`config.mk`:
```
export PLATFORM = sky130hd
export DESIGN_NAME = pscc_fifo
export DESIGN_NICKNAME = d
export VERILOG_FILES = /design/src/sv/pscc_pkg.sv /design/src/sv/pscc_fifo.sv
export SDC_FILE = /design/constraint.sdc
export NUM_CORES = 1
export LEC_CHECK = 0
export BUFFER_PORTS_ARGS = -buffer_cell sky130_fd_sc_hd__buf_4
export CORE_UTILIZATION = 40
export CTS_CLUSTER_SIZE = 40
export DETAILED_ROUTE_END_ITERATION = 7
export PLACE_DENSITY = 0.75
export SLEW_MARGIN = 20
export SYNTH_ARGS = -nofsm -noshare
export SYNTH_HDL_FRONTEND = slang
export SYNTH_SLANG_ARGS = --single-unit
```
`constraint.sdc`:
```
create_clock -name clk -period 1.85 [get_ports clk]
set_input_delay 0.0925 -clock clk [delete_from_list [all_inputs] [get_ports clk]]
set_output_delay 0.0925 -clock clk [all_outputs]
set_load 0.01 [all_outputs]
```
`src/sv/pscc_pkg.sv`:
```
// pscc_pkg: shared types and constants for the point set coplanarity check.
// Used by every module of the block; depends on nothing.
`default_nettype none

package pscc_pkg;

	// Depth of the queues in front of and behind the evaluator.
	localparam int QUEUE_DEPTH = 2;

	// Evaluator sequencer states.
	typedef enum logic [4:0] {
		S_TAKE  = 5'b00001,
		S_SUM   = 5'b00010,
		S_CROSS = 5'b00100,
		S_OMUL  = 5'b01000,
		S_OSUM  = 5'b10000
	} state_t;

	// Queue status as seen by the neighbor.
	typedef struct packed {
		logic full;
		logic empty;
	} qstat_t;

	// One result beat.
	typedef struct packed {
		logic coplanar;
		logic all_collinear;
	} res_t;

endpackage

`default_nettype wire

```
`src/sv/pscc_fifo.sv`:
```
// pscc_fifo: small register queue used for incoming points and for results.
// Depends on pscc_pkg (qstat_t).
`default_nettype none

module pscc_fifo import pscc_pkg::*; #(
	parameter int WIDTH = 8,
	parameter int DEPTH = 2
) (
	input  logic             clk,
	input  logic             arst_n,
	input  logic             push,
	input  logic [WIDTH-1:0] wdata,
	input  logic             pop,
	output logic [WIDTH-1:0] rdata,
	output qstat_t           stat
);

	localparam int PTR_W = (DEPTH > 1) ? $clog2(DEPTH) : 1;
	localparam int CNT_W = $clog2(DEPTH + 1);

	logic [WIDTH-1:0] mem_q [DEPTH];
	logic [PTR_W-1:0] wr_ptr_q;
	logic [PTR_W-1:0] rd_ptr_q;
	logic [CNT_W-1:0] count_q;
	logic             do_push;
	logic             do_pop;

	assign stat.full  = (count_q == CNT_W'(DEPTH));
	assign stat.empty = (count_q == '0);
	assign do_push    = push && !stat.full;
	assign do_pop     = pop && !stat.empty;
	assign rdata      = mem_q[rd_ptr_q];

	always_ff @(posedge clk or negedge arst_n) begin
		if (!arst_n) begin
			wr_ptr_q <= '0;
			rd_ptr_q <= '0;
			count_q  <= '0;
		end else begin
			if (do_push) begin
				wr_ptr_q <= (wr_ptr_q == PTR_W'(DEPTH - 1)) ? '0 : wr_ptr_q + 1'b1;
			end
			if (do_pop) begin
				rd_ptr_q <= (rd_ptr_q == PTR_W'(DEPTH - 1)) ? '0 : rd_ptr_q + 1'b1;
			end
			if (do_push && !do_pop) begin
				count_q <= count_q + 1'b1;
			end else if (do_pop && !do_push) begin
				count_q <= count_q - 1'b1;
			end
		end
	end

	always_ff @(posedge clk) begin
		if (do_push) begin
			mem_q[wr_ptr_q] <= wdata;
		end
	end

endmodule

`default_nettype wire

```
==> out/qor.tcl <==
set qor(run_status) {completed}
set qor(yosysTopAreaCell) {edfxtp_1}
set qor(drv_slew) 0
set qor(synth.lib_cells_used.distinct) 15
set qor(die_y_um) 46.2
set qor(regToRegEndpoint) {count_q[1]$_DFFE_PN0P_}
set qor(cts_tree) {yes}
set qor(ys_warn_count) 0
set qor(cts_post_setup_buffers_inserted) 0
set qor(synthesis.nets) 57
set qor(global_route.usage.total_pct) 13.6
set qor(slew_headroom_pct) 73.8
set qor(timing.fmax_ghz) 0.662
set qor(setup.reg_to_reg.worst_slack_ps) 370
set qor(via_per_inst) 4.68
set qor(route.detailed.drc) 0
set qor(numCtsBuffers) 3
set qor(fin_cells) 103
set qor(clock_tree.buffer_depth) 2
set qor(insertion_delay_ps) 290
set qor(syn_to_final_growth_pct) 39.4
set qor(ctsRootBufferMaster) {clkbuf_4}
set qor(ioPinCount) 22
set qor(routed-via-count) 482
set qor(grt_first_pass_wirelength_um) 1840
set qor(gp_congestion) 0.634
set qor(synthMostInstantiatedCell) {edfxtp_1}
set qor(final.min_clock_period_ps) 1510
set qor(seq_cells_post_synth) 20
set qor(final.period_utilization_pct) 81.7
set qor(timing.critical_path.to_type) {output pin}
set qor(antennaDiodeCount) 0
set qor(cts_clock_pin_slew_for_the_worst_setup_and_hold_paths_ps) 100
set qor(asyncSetResetFlopFracSynth_pct) 20.0
set qor(yosysSeqAreaShare_pct) 74.2
set qor(synth.avg_cell_area_um2) 17.8
set qor(setup-tns-final_ps) 0
set qor(routed_wire_length_um) 1320
set qor(final_nets) 92
set qor(worst-endpoint-arrival_ps) 1420
set qor(globalRouteOverflowTotal) 0
set qor(post_synth_most_frequent_cells) {edfxtp_1 (16), mux2_1 (6), dfrtp_1 (4)}
set qor(start_util_pct) 43.9
set qor(drive_gt1_share_pct) 37.2
set qor(dpl.cell_count) 90
set qor(grt_pass1_vias) 444
set qor(cap_violations) 0
set qor(cp-startpoint) {rd_ptr_q$_DFFE_PN0P_}
set qor(antenna_left) 0
set qor(dr.pass1.iters) 2
set qor(critPathMaxFanout) 9
set qor(r2r_cells) 7
set qor(setup.worst_path.start_class) {flop}
set qor(synthDominantCellAreaShare_pct) 61.4
set qor(postCtsHoldBufs) 9
set qor(crit_path_end) {rdata[2]}
set qor(power_leakage_nw) 0.449
set qor(dp_hpwl_um) 831
set qor(synth_cells) 44
set qor(unrepaired_setup_endpoints_after_global_routing) {no}
set qor(std_cell_rows) 15
set qor(avgRoutedWirePerCell_um) 12.8
set qor(hold_depth) 3
set qor(cellPowerDensity_nw_per_um2) 1360
set qor(postCtsResizedCells) 0
set qor(antenna_violations_before_repair) 0
set qor(power.ir.vdd_worst_mv) 0.897
set qor(synth-edff-count) 16
set qor(skew_ps) 3.09
set qor(clock-sinks) 20
set qor(cts-htree-levels) 1
set qor(tightestPinTransition_ps) 393
set qor(drt_iter0_markers) 9
set qor(grt.met2_usage_pct) 22.8
set qor(crit_type) {flop to output pin}
set qor(final.fill_count) 142
set qor(numPortBuffers) 21
set qor(fp.dieW_um) 46.2
set qor(synthFlopType) {edfxtp_1}
set qor(grt_use_met3_pct) 3.53
set qor(finalHoldViolCount) 0
set qor(hold_class) {input pin to flop}
set qor(synth.top_cells.by_area) {edfxtp_1 (61%), dfrtp_1 (13%), mux2_1 (8.6%)}
set qor(grt_most_used_layer) {met2}
set qor(maximum_number_of_pins_on_one_net_before_global_route_repair) 12
set qor(fp.dieArea_um2) 2140
set qor(grt_use_met1_pct) 14.9
set qor(reg2reg_from) {count_q[0]$_DFFE_PN0P_}
set qor(final-setup-viol-count) 0
set qor(netlist_area_um2) 782
set qor(worst_ep_required_time_ps) 1760
set qor(core_um2) 1780
[power by group]
group | leakage [nW] | switching [W] | internal [W]
Combinational | 0.239 | 0.000245 | 0.000312
Clock | 0.0150 | 0.000118 | 0.0000838
Sequential | 0.195 | 0.0000975 | 0.000629
[kinds of logic after synthesis]
group           Yosys count  synth area share [%]
xor+xnor                  5                  6.56
flops                    20                  74.2
mux                       8                  11.5
simple gates              6                  3.84
buf+inv                   3                  1.60
fa+ha+maj                 1                  1.60
compound gates            1                 0.639
[layer usage]
layer / vias to the layer above / wire, um
met4: 0 / 35
met5: - / 0
met2: 23 / 649
met3: 5 / 67
met1: 227 / 564
li1: 227 / -
[cell type report]
class / instances / area [um^2] / share of cell area (%)
inverter: 2 / 7.51 / 0.689
timing repair buffer: 31 / 255 / 23.4
sequential: 20 / 581 / 53.3
clock buffer: 4 / 26.3 / 2.41
tap: 25 / 31.3 / 2.87
multi-input combinational: 21 / 189 / 17.3
[metrics by stage]
stage                     utilization, %  power (W)  cell area (um^2)  setup WS (ps)  hold WS [ps]
after CTS                           61.1    0.00149              1090            329          90.3
after floorplan                        -    0.00104               782            458          -203
final                               61.1    0.00148              1090            339          94.9
after global placement              54.6    0.00126               973            450          -106
after global routing                61.1    0.00157              1090            241          85.9
after detailed placement            54.6    0.00128               973            397          -107
[worst min-delay path by stage]
stage / slack (ps) / end / start
floorplan: -200 / count_q[0]$_DFFE_PN0P_ / arst_n
global placement: -110 / count_q[0]$_DFFE_PN0P_ / arst_n
detailed placement: -110 / count_q[1]$_DFFE_PN0P_ / arst_n
CTS: 90 / wr_ptr_q$_DFFE_PN0N_ / push
global route: 90 / wr_ptr_q$_DFFE_PN0N_ / push
finish: 90 / wr_ptr_q$_DFFE_PN0N_ / push
[sequential cells by signal (all words and copies together) (netlist names)]
| signal | flops |
|---|---|
| wr_ptr_q | 1 |
| mem_q | 16 |
| count_q | 2 |
| rd_ptr_q | 1 |
[layout by cell type (no fill, tap or decap), drive strengths merged]
master and n:
clkbuf 4, xor2 2, ha 1, and3 1
dlygate4sd3 9, nand2 1, nand2b 1, o21ai 1
nor2 3, edfxtp 16, mux2 8, buf 22
inv 2, dfrtp 4, xnor2 3
[critical path, stage by stage, from the launching register on]
cell and delay (ps):
dfrtp_1 590, mux2_2 390, buf_4 140
(Power assumes the default switching activity.)
